<file path="src/rtl/core/bim_pkg.sv">
// Shared constants for the broadcast index map.
package bim_pkg;
	localparam int MAX_DIMS_DEF    = 4;
	localparam int INDEX_WIDTH_DEF = 32;
	localparam int EXT_W           = 16;
	localparam int NUM_REG_DIMS    = 4;
	localparam int CFG_IDX_W       = 3;
	localparam logic [EXT_W-1:0] EXT_RESET = EXT_W'(1);
endpackage

</file>
<file path="src/rtl/core/bim_acc_cell.sv">
// Accumulate cell: adds the coordinate of one dimension times its input weight when use_coord is set.
module bim_acc_cell #(
	parameter int IW = bim_pkg::INDEX_WIDTH_DEF
) (
	input  logic                      clk,
	input  logic                      arst_n,
	input  logic                      en,
	input  logic                      use_coord,
	input  logic [IW-1:0]             weight,
	input  logic                      v_i,
	input  logic [IW-1:0]             work_i,
	input  logic [bim_pkg::EXT_W-1:0] rem_i,
	input  logic [IW-1:0]             acc_i,
	output logic                      v_q,
	output logic [IW-1:0]             work_q,
	output logic [bim_pkg::EXT_W-1:0] rem_q,
	output logic [IW-1:0]             acc_q
);
	logic [IW+bim_pkg::EXT_W-1:0] prod;

	assign prod = rem_i * weight;

	always_ff @(posedge clk or negedge arst_n) begin
		if (!arst_n) begin
			v_q <= 1'b0;
		end else if (en) begin
			v_q <= v_i;
		end
	end

	// the remainder is the coordinate; clear it for the next dimension
	always_ff @(posedge clk) begin
		if (en) begin
			work_q <= work_i;
			rem_q  <= '0;
			acc_q  <= use_coord ? IW'(acc_i + prod[IW-1:0]) : acc_i;
		end
	end
endmodule

</file>
<file path="config.mk">
export PLATFORM = sky130hd
export DESIGN_NAME = bim_acc_cell
export DESIGN_NICKNAME = d
export VERILOG_FILES = /design/src/rtl/core/bim_pkg.sv /design/src/rtl/core/bim_acc_cell.sv
export SDC_FILE = /design/constraint.sdc
export NUM_CORES = 1
export LEC_CHECK = 0
export BUFFER_PORTS_ARGS = -buffer_cell sky130_fd_sc_hd__buf_2
export CORE_UTILIZATION = 47
export CTS_CLUSTER_SIZE = 28
export DETAILED_ROUTE_END_ITERATION = 8
export GPL_TIMING_DRIVEN = 0
export PLACE_DENSITY = 0.76
export SYNTH_ARGS = -nofsm -noshare
export SYNTH_HDL_FRONTEND = slang
export SYNTH_SLANG_ARGS = --single-unit
export TNS_END_PERCENT = 30
</file>
<file path="constraint.sdc">
create_clock -name clk -period 1.8 [get_ports clk]
set_clock_uncertainty 0.1 [all_clocks]
set_input_delay 0.54 -clock clk [delete_from_list [all_inputs] [get_ports clk]]
set_output_delay 0.54 -clock clk [all_outputs]
set_load 0.005 [all_outputs]
</file>
# Word-level counts from Yosys, hierarchy flattened
# Index checks and enable logic that the tools add are counted.
# Widths: inputs -> output; s select.
[classes]
n_addsub = 1
multipliers = 1
mux = 1
[ops]
columns = ["cell", "n"]
rows = [
  ["$add 32x32->32", 1],
  ["$mul 16x32->32", 1],
  ["$mux 32", 1],
]
[word_totals]
ff_bits = 65
inputBits = 117

# Depth between registers and ports, before layout
[logic_depth]
depth_word = 3
ltp_mapped = 24
mapped_depth_nobuf = 22

# Least setup slack after synthesis
# OpenSTA, ideal clock, no wires.
[synth_timing]
path_type = "in2reg"
startpoint = "in rem_i[2] (netlist name)"
endpoint = "reg acc_q[31], data pin"
setup_ns = 0.266
arrival_time_ns = 6.075
setup_slack_ns = -4.641
cell_stages = 23
n_path_buf = 3
cell_sequence = "clkbuf_1 > clkbuf_1 > nand2_1 > fa_1 > inv_1 > fa_1 > inv_1 > fa_1 > inv_1 > fa_1 > fa_1 > inv_1 > fa_1 > inv_1 > ha_1 > buf_2 > and4_2 > a221o_1 > a22o_2 > a311oi_2 > o31ai_2 > xnor2_1 > a21oi_1"
[synth_between]
elab_chain_cells = 3
[synth_lines]
columns = ["element", "line_no", "source"]
rows = [
  ["start, declared", "bim_acc_cell.sv:12", "input logic [bim_pkg::EXT_W-1:0] rem_i,"],
  ["$mul 16x32->32", "bim_acc_cell.sv:21", "assign prod = rem_i * weight;"],
  ["$add 32x32->32", "bim_acc_cell.sv:36", "acc_q <= use_coord ? IW'(acc_i + prod[IW-1:0]) : acc_i;"],
  ["$mux 32", "bim_acc_cell.sv:36", ""],
  ["end signal, assigned", "bim_acc_cell.sv:36", ""],
  ["end, declared", "bim_acc_cell.sv:17", "output logic [IW-1:0] acc_q"],
]
# No other way between the ends.
# A chain may end at the register's enable or synchronous reset.

# Worst setup path in the final report
[layout_timing]
startpoint = "in weight[8]"
endpoint = "reg acc_q[29], data pin"
[layout_between]
elab_chain_cells = 3
[layout_lines]
columns = ["element", "line_no", "source"]
rows = [
  ["start, declared", "bim_acc_cell.sv:9", "input logic [IW-1:0] weight,"],
  ["$mul 16x32->32", "bim_acc_cell.sv:21", ""],
  ["$add 32x32->32", "bim_acc_cell.sv:36", ""],
  ["$mux 32", "bim_acc_cell.sv:36", ""],
]
# No other way between the ends.

==> run metrics <==
status=finished with violations; failing checks=negative setup slack; Seq/Total Area, Yosys=12.9%; Post-Syn Instances=1,625; Mapped Area=0.0150 sq mm; unrepaired setup endpoints after global routing=true; global placement routability congestion=just over 0.9; total track usage=28.1%; mean area per synthesized cell=9.26 sq um; top_reg_cell synth=edfxtp_1; clock sinks=65; share of cells above drive strength 1=26.6%; # DRC=0; final instance area=0.0194 sq mm; hpwl dp=34,500 um; mux share of post-synthesis cell area=1.04%; WL/cell=19.0 um; nets@finish=2,453; adder-cell area share of the yosys netlist=50.1%; htree depth=3; io pins=198; Yosys reg bits=65; Tcrit/Tclk final=341%; Final Critical Period=6140 ps; Initial DRC Count=776; CP Launch Type=input pin; chip width=181 um; Worst Hold Class=in -> reg; Worst-Margin Slew=928 ps; Setup WS pre-CTS=-5100 ps; clock latency on the worst-skew pair=340 ps; Synthesis Warnings=0; post-DR vias/cell=5.25; Synth area leader=fa_1; Post-Place Cells=2,219; top area cells in the synthesized netlist=fa_1 (44%), edfxtp_1 (13%), inv_1 (11%); initial antenna violation count=1; via count=12,300; crit path DAT=6120 ps; commonest cells in the netlist=inv_1 (450), fa_1 (334), nand2_1 (273); Layout area overhead=29.3%; ANT nets after route=0; Initial Util=47.7%; clock-pin slew on the worst setup and hold paths=60 ps; Port Buffers=177; Pre-antenna DRT Iters=6; Crit Path Class=in -> reg; Num CTS Buffers=9; endpoints failing setup=31; Synth cell types=59; vias in the first global route=13,400; Synth Area in Simple Gates=14.4%; core area=about 0.032 sq mm; setup ws final=-4340 ps; Post-synth EDFFs=64; Clock Tree Buf Depth=2; GRT Residual Overflow=0; global-route wire length before repair=roughly 70,000 um; top-count cell post-synth=inv_1; die area=roughly 0.033 sq mm; Die H=181 um; Synth Area in Compound Gates=4.59%; Synth async-reset ratio=1.54%; largest family of logic cells by synthesized area=adder cells; Routed WL=roughly 45,000 um; Root Driver=clkbuf_16; worst-path maximum fanout=10; Hold Fails Final Rpt=0; row cnt=65; Final Instance Count excl. Fillers=approximately 2,300; Placed Instance Area=0.0169 sq mm; Crit path required time=1780 ps; Synth top area share=between 40 and 50%; Reg2Reg Setup Slack=930 ps; maximum number of pins on one net before global-route repair=66; FMAX=approximately 160 MHz; maxcap violations=0; headroom to the max-slew limit=38.2%; CTS tree=yes; CP endpoint kind=register; Pins Over Slew Limit=0; Post-Synth XOR/XNOR Area=2.97%
state kept, by name, indices dropped and copies added (netlist names):
signal	flops
work_q	32
v_q	1
acc_q	32
through the flow:
step | utilization (%) | TNS, ps | hold slack (ps)
3_3_place_gp | 53.4 | -146160 | 215
5_1_grt | 61.6 | -110150 | 257
3_5_place_dp | 53.4 | -152910 | 219
2_1_floorplan | - | -101040 | 144
6_report | 61.6 | -106320 | 270
4_1_cts | 60.8 | -104150 | 261
cell type report:
type                    instances  area, sq um
fillers                      2485        12100
multi-input cells            1041        11700
repair buffers                283         2060
flip-flops and latches         65         1950
inverters                     450         1690
plain buffers                  84         1220
well taps                     402          503
clock buffers                  10          229
clock inverters                 6         66.3
diodes                          1         2.50
worst paths after layout:
path,startpoint,to,cells past startpoint
setup / recovery,weight[8],acc_q[29]$_DFFE_PP_,21
hold / removal,work_i[15],work_q[15]$_DFFE_PP_,1
setup reg to reg,v_q$_DFFE_PN0P_,v_q$_DFFE_PN0P_,1
hold reg to reg,v_q$_DFFE_PN0P_,v_q$_DFFE_PN0P_,1
max in group asynchronous,arst_n,v_q$_DFFE_PN0P_,2
min in group asynchronous,arst_n,v_q$_DFFE_PN0P_,2
cell families (layout without fill, tap and decap cells):
family,Yosys count,after routing
buf+inv,534,833
simple gates,458,458
fa+ha+maj,402,402
compound gates,99,99
flops,65,65
xor+xnor,51,51
mux,15,15
other cells,1,17
per-layer routing:
layer,part of all wire [%],vias up,global-route usage [%]
met3,8.5,195,6.31
met4,5.7,0,14.4
li1,-,5287,-
met5,0,-,0
met2,51,676,49.7
met1,35,6142,31.6
worst max-delay path, cell delays in order:
cell and delay [ps]:
buf_6 120, clkbuf_16 180, nand2_1 90, fa_1 530
inv_1 60, fa_1 580, fa_1 460, fa_1 540
fa_1 500, inv_1 60, fa_1 540, inv_1 80
ha_4 230, a21oi_2 130, o21ai_1 90, a221o_1 360
a22o_2 260, a311oi_4 330, nor2_1 100, xnor2_1 220
mux2i_1 110
layout by cell type, fill, tap and decap left out, types with 9 or more instances in the layout:
cell         n
a21o_1      13
a21oi_1     15
a21oi_2      9
and2_1     132
and2_4       9
buf_12      13
buf_2      144
buf_4      106
buf_6       30
buf_8       16
clkbuf_16   33
clkbuf_8    16
conb_1      16
edfxtp_1    64
fa_1       315
fa_2        19
ha_1        46
ha_4        21
inv_1      430
inv_2       20
mux2i_1     10
nand2_1    253
nand2_2     16
nor2_1      10
o21ai_0     10
xnor2_1     38
xor2_1      12
timing repair:
action                                  4_1_cts  5_1_grt
buffers inserted                             91       15
hold buffers                                  1        0
resized for setup                           290       55
endpoints found under the setup margin       80       31
pin swaps                                    79       32
cloned                                        1        0
hold endpoints to repair                      1        0
Power is not shown: default switching activity piles up to over one toggle a cycle in this logic, so the estimate is an artifact.
