### config.mk
export PLATFORM = sky130hd
export DESIGN_NAME = bim_div_cell
export DESIGN_NICKNAME = d
export VERILOG_FILES = /design/src/rtl/core/bim_pkg.sv /design/src/rtl/core/bim_div_cell.sv
export SDC_FILE = /design/constraint.sdc
export NUM_CORES = 1
export LEC_CHECK = 0
export ABC_AREA = 1
export ABC_CLOCK_PERIOD_IN_PS = 1900
export BUFFER_PORTS_ARGS = -buffer_cell sky130_fd_sc_hd__buf_4
export CAP_MARGIN = 5
export CORE_MARGIN = 5
export CORE_UTILIZATION = 50
export CTS_BUF_LIST = sky130_fd_sc_hd__clkbuf_8 sky130_fd_sc_hd__clkbuf_16
export CTS_CLUSTER_SIZE = 8
export DETAILED_ROUTE_END_ITERATION = 10
export PLACE_DENSITY = 0.85
export SETUP_SLACK_MARGIN = 0.15
export SLEW_MARGIN = 20
export SYNTH_ARGS = -nofsm -noshare
export SYNTH_HDL_FRONTEND = slang
export SYNTH_SLANG_ARGS = --single-unit
### constraint.sdc
create_clock -name clk -period 1.9 [get_ports clk]
set_clock_uncertainty 0.05 [all_clocks]
set_input_delay 0.095 -clock clk [delete_from_list [all_inputs] [get_ports clk]]
set_output_delay 0.095 -clock clk [all_outputs]
set_load 0.02 [all_outputs]
### src/rtl/core/bim_pkg.sv
// Shared constants for the broadcast index map.
package bim_pkg;
	localparam int MAX_DIMS_DEF    = 4;
	localparam int INDEX_WIDTH_DEF = 32;
	localparam int EXT_W           = 16;
	localparam int NUM_REG_DIMS    = 4;
	localparam int CFG_IDX_W       = 3;
	localparam logic [EXT_W-1:0] EXT_RESET = EXT_W'(1);
endpackage

### src/rtl/core/bim_div_cell.sv
// One restoring-division cell: produces one quotient bit per word.
module bim_div_cell #(
	parameter int IW = bim_pkg::INDEX_WIDTH_DEF
) (
	input  logic                      clk,
	input  logic                      arst_n,
	input  logic                      en,
	input  logic [bim_pkg::EXT_W-1:0] divisor,
	input  logic                      v_i,
	input  logic [IW-1:0]             work_i,
	input  logic [bim_pkg::EXT_W-1:0] rem_i,
	input  logic [IW-1:0]             acc_i,
	output logic                      v_q,
	output logic [IW-1:0]             work_q,
	output logic [bim_pkg::EXT_W-1:0] rem_q,
	output logic [IW-1:0]             acc_q
);
	logic [bim_pkg::EXT_W:0] r_ext;
	logic                    ge;

	assign r_ext = {rem_i, work_i[IW-1]};
	assign ge    = (r_ext >= {1'b0, divisor});

	always_ff @(posedge clk or negedge arst_n) begin
		if (!arst_n) begin
			v_q <= 1'b0;
		end else if (en) begin
			v_q <= v_i;
		end
	end

	// shift the dividend out at the top, quotient bits in at the bottom
	always_ff @(posedge clk) begin
		if (en) begin
			work_q <= {work_i[IW-2:0], ge};
			rem_q  <= ge ? bim_pkg::EXT_W'(r_ext - {1'b0, divisor})
			             : r_ext[bim_pkg::EXT_W-1:0];
			acc_q  <= acc_i;
		end
	end
endmodule

# --- Yosys cells after proc, flatten, opt, wreduce, memory -nomap -nowiden ---
# Index checks and enable logic that the tools add are counted.
op_classes:
  addsub: 1
  multipliers: 0
  n_div: 0
  n_lt_le_gt_ge: 1
  eq_ne: 0
  n_shift: 0
  mux: 1
  bitwise: 0
  n_reduce_logical: 0
ops:
  columns: ["op", "count"]
  rows:
  - ["17-bit by 16-bit greater-or-equal comparator with 1-bit output", 1]
  - ["16-bit two-way mux", 1]
  - ["16-bit subtractor", 1]
totals:
  regBits: 81
  latch_bits: 0
  ram_bits: 0
  mem_bits_ro: 0
  in_bits: 100
  out_inout_bits: 81
  elab_cells: 7
  n_memories: 0

# --- Depth between registers and ports, before layout ---
depth:
  word_depth: 2
  ltp_mapped: 14
  depth_no_buf: 13

# --- Least setup slack after synthesis ---
# OpenSTA, ideal clock, no wires.
synth_timing:
  path_type: "input port to flip-flop"
  start: "in divisor[3] (netlist bit)"
  end: "reg rem_q[12] (netlist bit), data pin"
  setup_time_ns: 0.253
  t_arrival_ns: 1.335
  required_ns: 1.597
  setup_slack_ns: 0.262
  path_stages: 14
  n_path_buf: 2
  cell_sequence: "inv_1 ha_1 nand2_1 inv_1 nand2_1 nand2_1 nand2_1 nand3_2 nand2_2 nand2_2 buf_6 buf_12 nand3_2 nand2_1"
synth_via:
  elab_chain_cells: 2
  elab_cells_between_ends: 3
  cone_classes: "add/sub: 1; order compare: 1; mux: 1"
synth_lines:
  columns: ["item", "line_no", "source"]
  rows:
  - ["start, declared", "bim_div_cell.sv:8", "input logic [bim_pkg::EXT_W-1:0] divisor,"]
  - ["17-bit by 16-bit greater-or-equal comparator with 1-bit output", "bim_div_cell.sv:22", "assign ge = (r_ext >= {1'b0, divisor});"]
  - ["named net ge", "bim_div_cell.sv:19", "logic ge;"]
  - ["16-bit two-way mux", "bim_div_cell.sv:36", "rem_q <= ge ? bim_pkg::EXT_W'(r_ext - {1'b0, divisor})"]
  - ["end signal, assigned", "bim_div_cell.sv:36", null]
  - ["end, declared", "bim_div_cell.sv:15", "output logic [bim_pkg::EXT_W-1:0] rem_q,"]
# The timed path passes the listed nets, and every way through them passes these cells.
# A chain may end at the register's enable or synchronous reset.

# --- Worst setup path in the final report ---
layout_timing:
  start: "in divisor[0] (netlist bit)"
  end: "reg rem_q[8] (netlist bit), data pin"
layout_via:
  elab_chain_cells: 2
  elab_cells_between_ends: 3
  cone_classes: "add/sub: 1; order compare: 1; mux: 1"
layout_lines:
  columns: ["item", "line_no"]
  rows:
  - ["16-bit subtractor or 17-bit by 16-bit greater-or-equal comparator with 1-bit output (tied branches)", "bim_div_cell.sv:36, bim_div_cell.sv:22"]
  - ["16-bit two-way mux *", "bim_div_cell.sv:36"]
# Mark *: on every way between the ends. The rest lies on a longest branch, timed or not.

==> metrics.md <==
| Metric | Value |
|---|---|
| Switching share of total power | `29.09%` |
| Worst setup path class | `primary input to flip-flop` |
| Die W | `97.11 microns` |
| LEAKAGE | `3.057 nW` |
| Top cells by area, synth | `edfxtp_1 63%, nand2_1 11%, inv_1 5.7%` |
| Largest net degree at the start of global routing | `33` |
| Grt ovf | `0` |
| Hold WS | `0.09721 ns` |
| DP Wirelength | `8832 microns` |
| Worst hold path cell count | `3` |
| Tcrit/Tclk final | `85.35%` |
| Max Cap Viol | `0` |
| RePlAce Congestion | `0.8709` |
| Simple-Gate Fraction of Synth Area | `19.92%` |
| Mapped Area | `3794 sq um` |
| Critical path startpoint | `divisor[0]` |
| Post-synthesis xor/xnor area fraction | `1.385%` |
| Num CTS Buffers | `9` |
| Combinational fraction of design power | `26.1%` |
| Flop pwr share | `43.5%` |
| Clk network pwr share | `30.4%` |
| Worst VDD drop | `364.6 uV` |
| Share of the synthesized area in the top cell type | `63.32%` |
| Power per cell area | `809.9 nW/um^2` |
| Unrepaired setup endpoints after global routing | `no` |
| Netlist cell types | `26` |
| Antenna-violating nets left | `0` |
| Post-CTS setup buffer count | `0` |
| Final hold violations | `0` |
| CP Launch Type | `primary input` |
| Cells on worst reg2reg path | `1` |
| Slew @ Worst Pin | `0.4181 ns` |
| Req. time, crit path | `1.97 ns` |
| Slew HR | `72.13%` |
| Die height | `97.11 microns` |
| Crit path max fanout | `3` |
| First-pass GRT wire length | `23840 microns` |
| Num rows | `31` |
| Post-route DRC | `0` |
| Most frequent cell after synthesis | `nand2_1` |
| Total core area | `7331 sq um` |
| Filler Cells Inserted | `335` |
| Post-synthesis adder-cell area fraction | `5.805%` |
| Clock sinks | `81` |
| Die area | `9429 sq um` |
| Clock-pin slew on the worst setup and hold paths | `0.09 ns` |
| TNS Setup | `0 ns` |
| Peak Freq | `616.7 MHz` |
| Antenna diode count | `0` |
| Startpoint of the worst hold path | `work_i[31]` |
| Initial antenna violation count | `0` |
| Sw power | `1.491 mW` |
| Syn nets | `468` |
| Worst r2r src | `v_q` |
| 1st-iter DRT viols | `443` |
| Sequential cell area | `2427 sq um` |
| Total number of vias | `3834` |
| #FFs+latches synth | `81` |
| Synthesized instance count | `351` |
| Main synth FF type | `edfxtp_1` |
| TritonRoute pass-1 iters | `5` |
| Post-synth EDFFs | `80` |
| Final wirelength | `15420 microns` |
| HP Class | `primary input to flip-flop` |
| CTS root buffer | `clkbuf_8` |
| Sequential-to-total area share from yosys stat | `63.98%` |
| Vias in the first global route | `4048` |
| CTS tree | `built` |
| Yosys Warn Count | `0` |
| I/O Pins | `181` |
| H-tree depth | `3` |
| Status | `completed` |
| WP data arrival | `1.69 ns` |
| Worst setup EP type | `flip-flop` |
| Slew Limit Fails | `0` |
| Syn avg cell area | `10.81 sq um` |
| Ratio of cells with drive above 1 in the final layout | `35.73%` |
| P_int | `3.635 mW` |
| Synth async-reset ratio | `1.235%` |
| Minimum clock period | `1.622 ns` |
| Post-synthesis mux area share | `0.2968%` |
| Clk buf depth | `2` |
| Yosys top cell by area | `edfxtp_1` |
| DR vias/cell | `5.281` |
| GRT Total Usage | `32.89%` |
| Main combinational cell family by area after synthesis | `simple AND/OR/NAND/NOR gates` |
| Area delta synth->final | `66.82%` |
| Final setup viols | `0` |
| Nets | `740` |
| Area of the multi-input gates | `1106 sq um` |
| Port bufs | `180` |
| Clk Latency, worst-skew pair | `0.35 ns` |
| Routed len/inst | `21.24 microns` |
| Commonest cells in the netlist | `110 x nand2_1, 80 x edfxtp_1, 58 x inv_1` |
| Post-synthesis compound-gate area fraction | `1.649%` |
| Initial Util | `51.75%` |
path summary, 6_finish.rpt:
| check | slack (ns) | endpoint |
|---|---|---|
| max reg2reg | 1.07 | v_q |
| max | 0.28 | rem_q[8] |
| min reg2reg | 0.52 | v_q |
| min | 0.1 | rem_q[0] |
| min in group asynchronous | 0.58 | v_q |
| max in group asynchronous | 1.11 | v_q |
kinds of logic (layout without fill, tap and decap cells):
| family | count (synthesis) | after routing |
|---|---|---|
| buf+inv | 63 | 339 |
| flops | 81 | 81 |
| compound gates | 12 | 12 |
| fa+ha+maj | 17 | 17 |
| xor+xnor | 6 | 6 |
| simple gates | 171 | 171 |
| mux | 1 | 1 |
placed cells by master, fill, tap and decap left out, types with 9 or more instances in the layout:
master / n
nand2_1: 110
buf_4: 182
clkbuf_8: 9
a21oi_1: 9
inv_1: 58
nand2_2: 12
edfxtp_1: 80
nand3_1: 14
dlygate4sd3_1: 80
ha_1: 16
nor2_1: 16
metal layers:
metal | GRT usage (%) | up-vias | part of all wire [%]
met2 | 58.97 | 300 | 52
met1 | 37.56 | 1788 | 34
met4 | 11.66 | 0 | 3.4
li1 | - | 1684 | -
met3 | 8.902 | 62 | 10
met5 | 0 | - | 0
per-stage QoR:
step	area, sq um	utilization (%)	worst slack [ns]	cells	total power [mW]
final	6329	86.33	0.2784	726	5.126
after global routing	6329	86.33	0.2185	726	5.301
after CTS	6325	86.28	0.4282	726	5.020
after detailed placement	5285	72.09	0.05301	631	3.374
after global placement	5285	72.09	0.08326	631	3.336
after floorplan	3794	-	0.2625	351	2.821
power groups by stage:
stage                     combinational, mW  sequential [mW]  clock, mW
after floorplan                       0.359             2.46          0
after global placement                 1.10             2.24          0
after detailed placement               1.12             2.25          0
after CTS                              1.27             2.21       1.54
after global routing                   1.42             2.24       1.64
final                                  1.34             2.23       1.56
cell type report:
class,count,area share [%]
clock buffers,9,1.957
clock inverters,6,1.819
inverters,60,3.559
multi-input cells,207,17.48
flip-flops and latches,81,38.36
well taps,99,1.957
repair buffers,264,34.88
flip-flops by register name (all words and copies together), names as in the netlist:
signal and cells:
acc_q 32, rem_q 16, v_q 1, work_q 32
worst max-delay path, cell delays in order:
cell and delay [ns]:
buf_4 0.11, ha_1 0.21, fa_1 0.46, o21bai_2 0.28, nand2_1 0.15, nand3_1 0.14
nand2_1 0.09, nand3_1 0.11, nand2_1 0.05
timing repair:
item                                    in CTS  in global routing
endpoints found under the setup margin       0                  1
hold endpoints to repair                    79                  0
gates resized for setup                      0                  1
hold buffers                                80                  0
(Power assumes the default switching activity.)
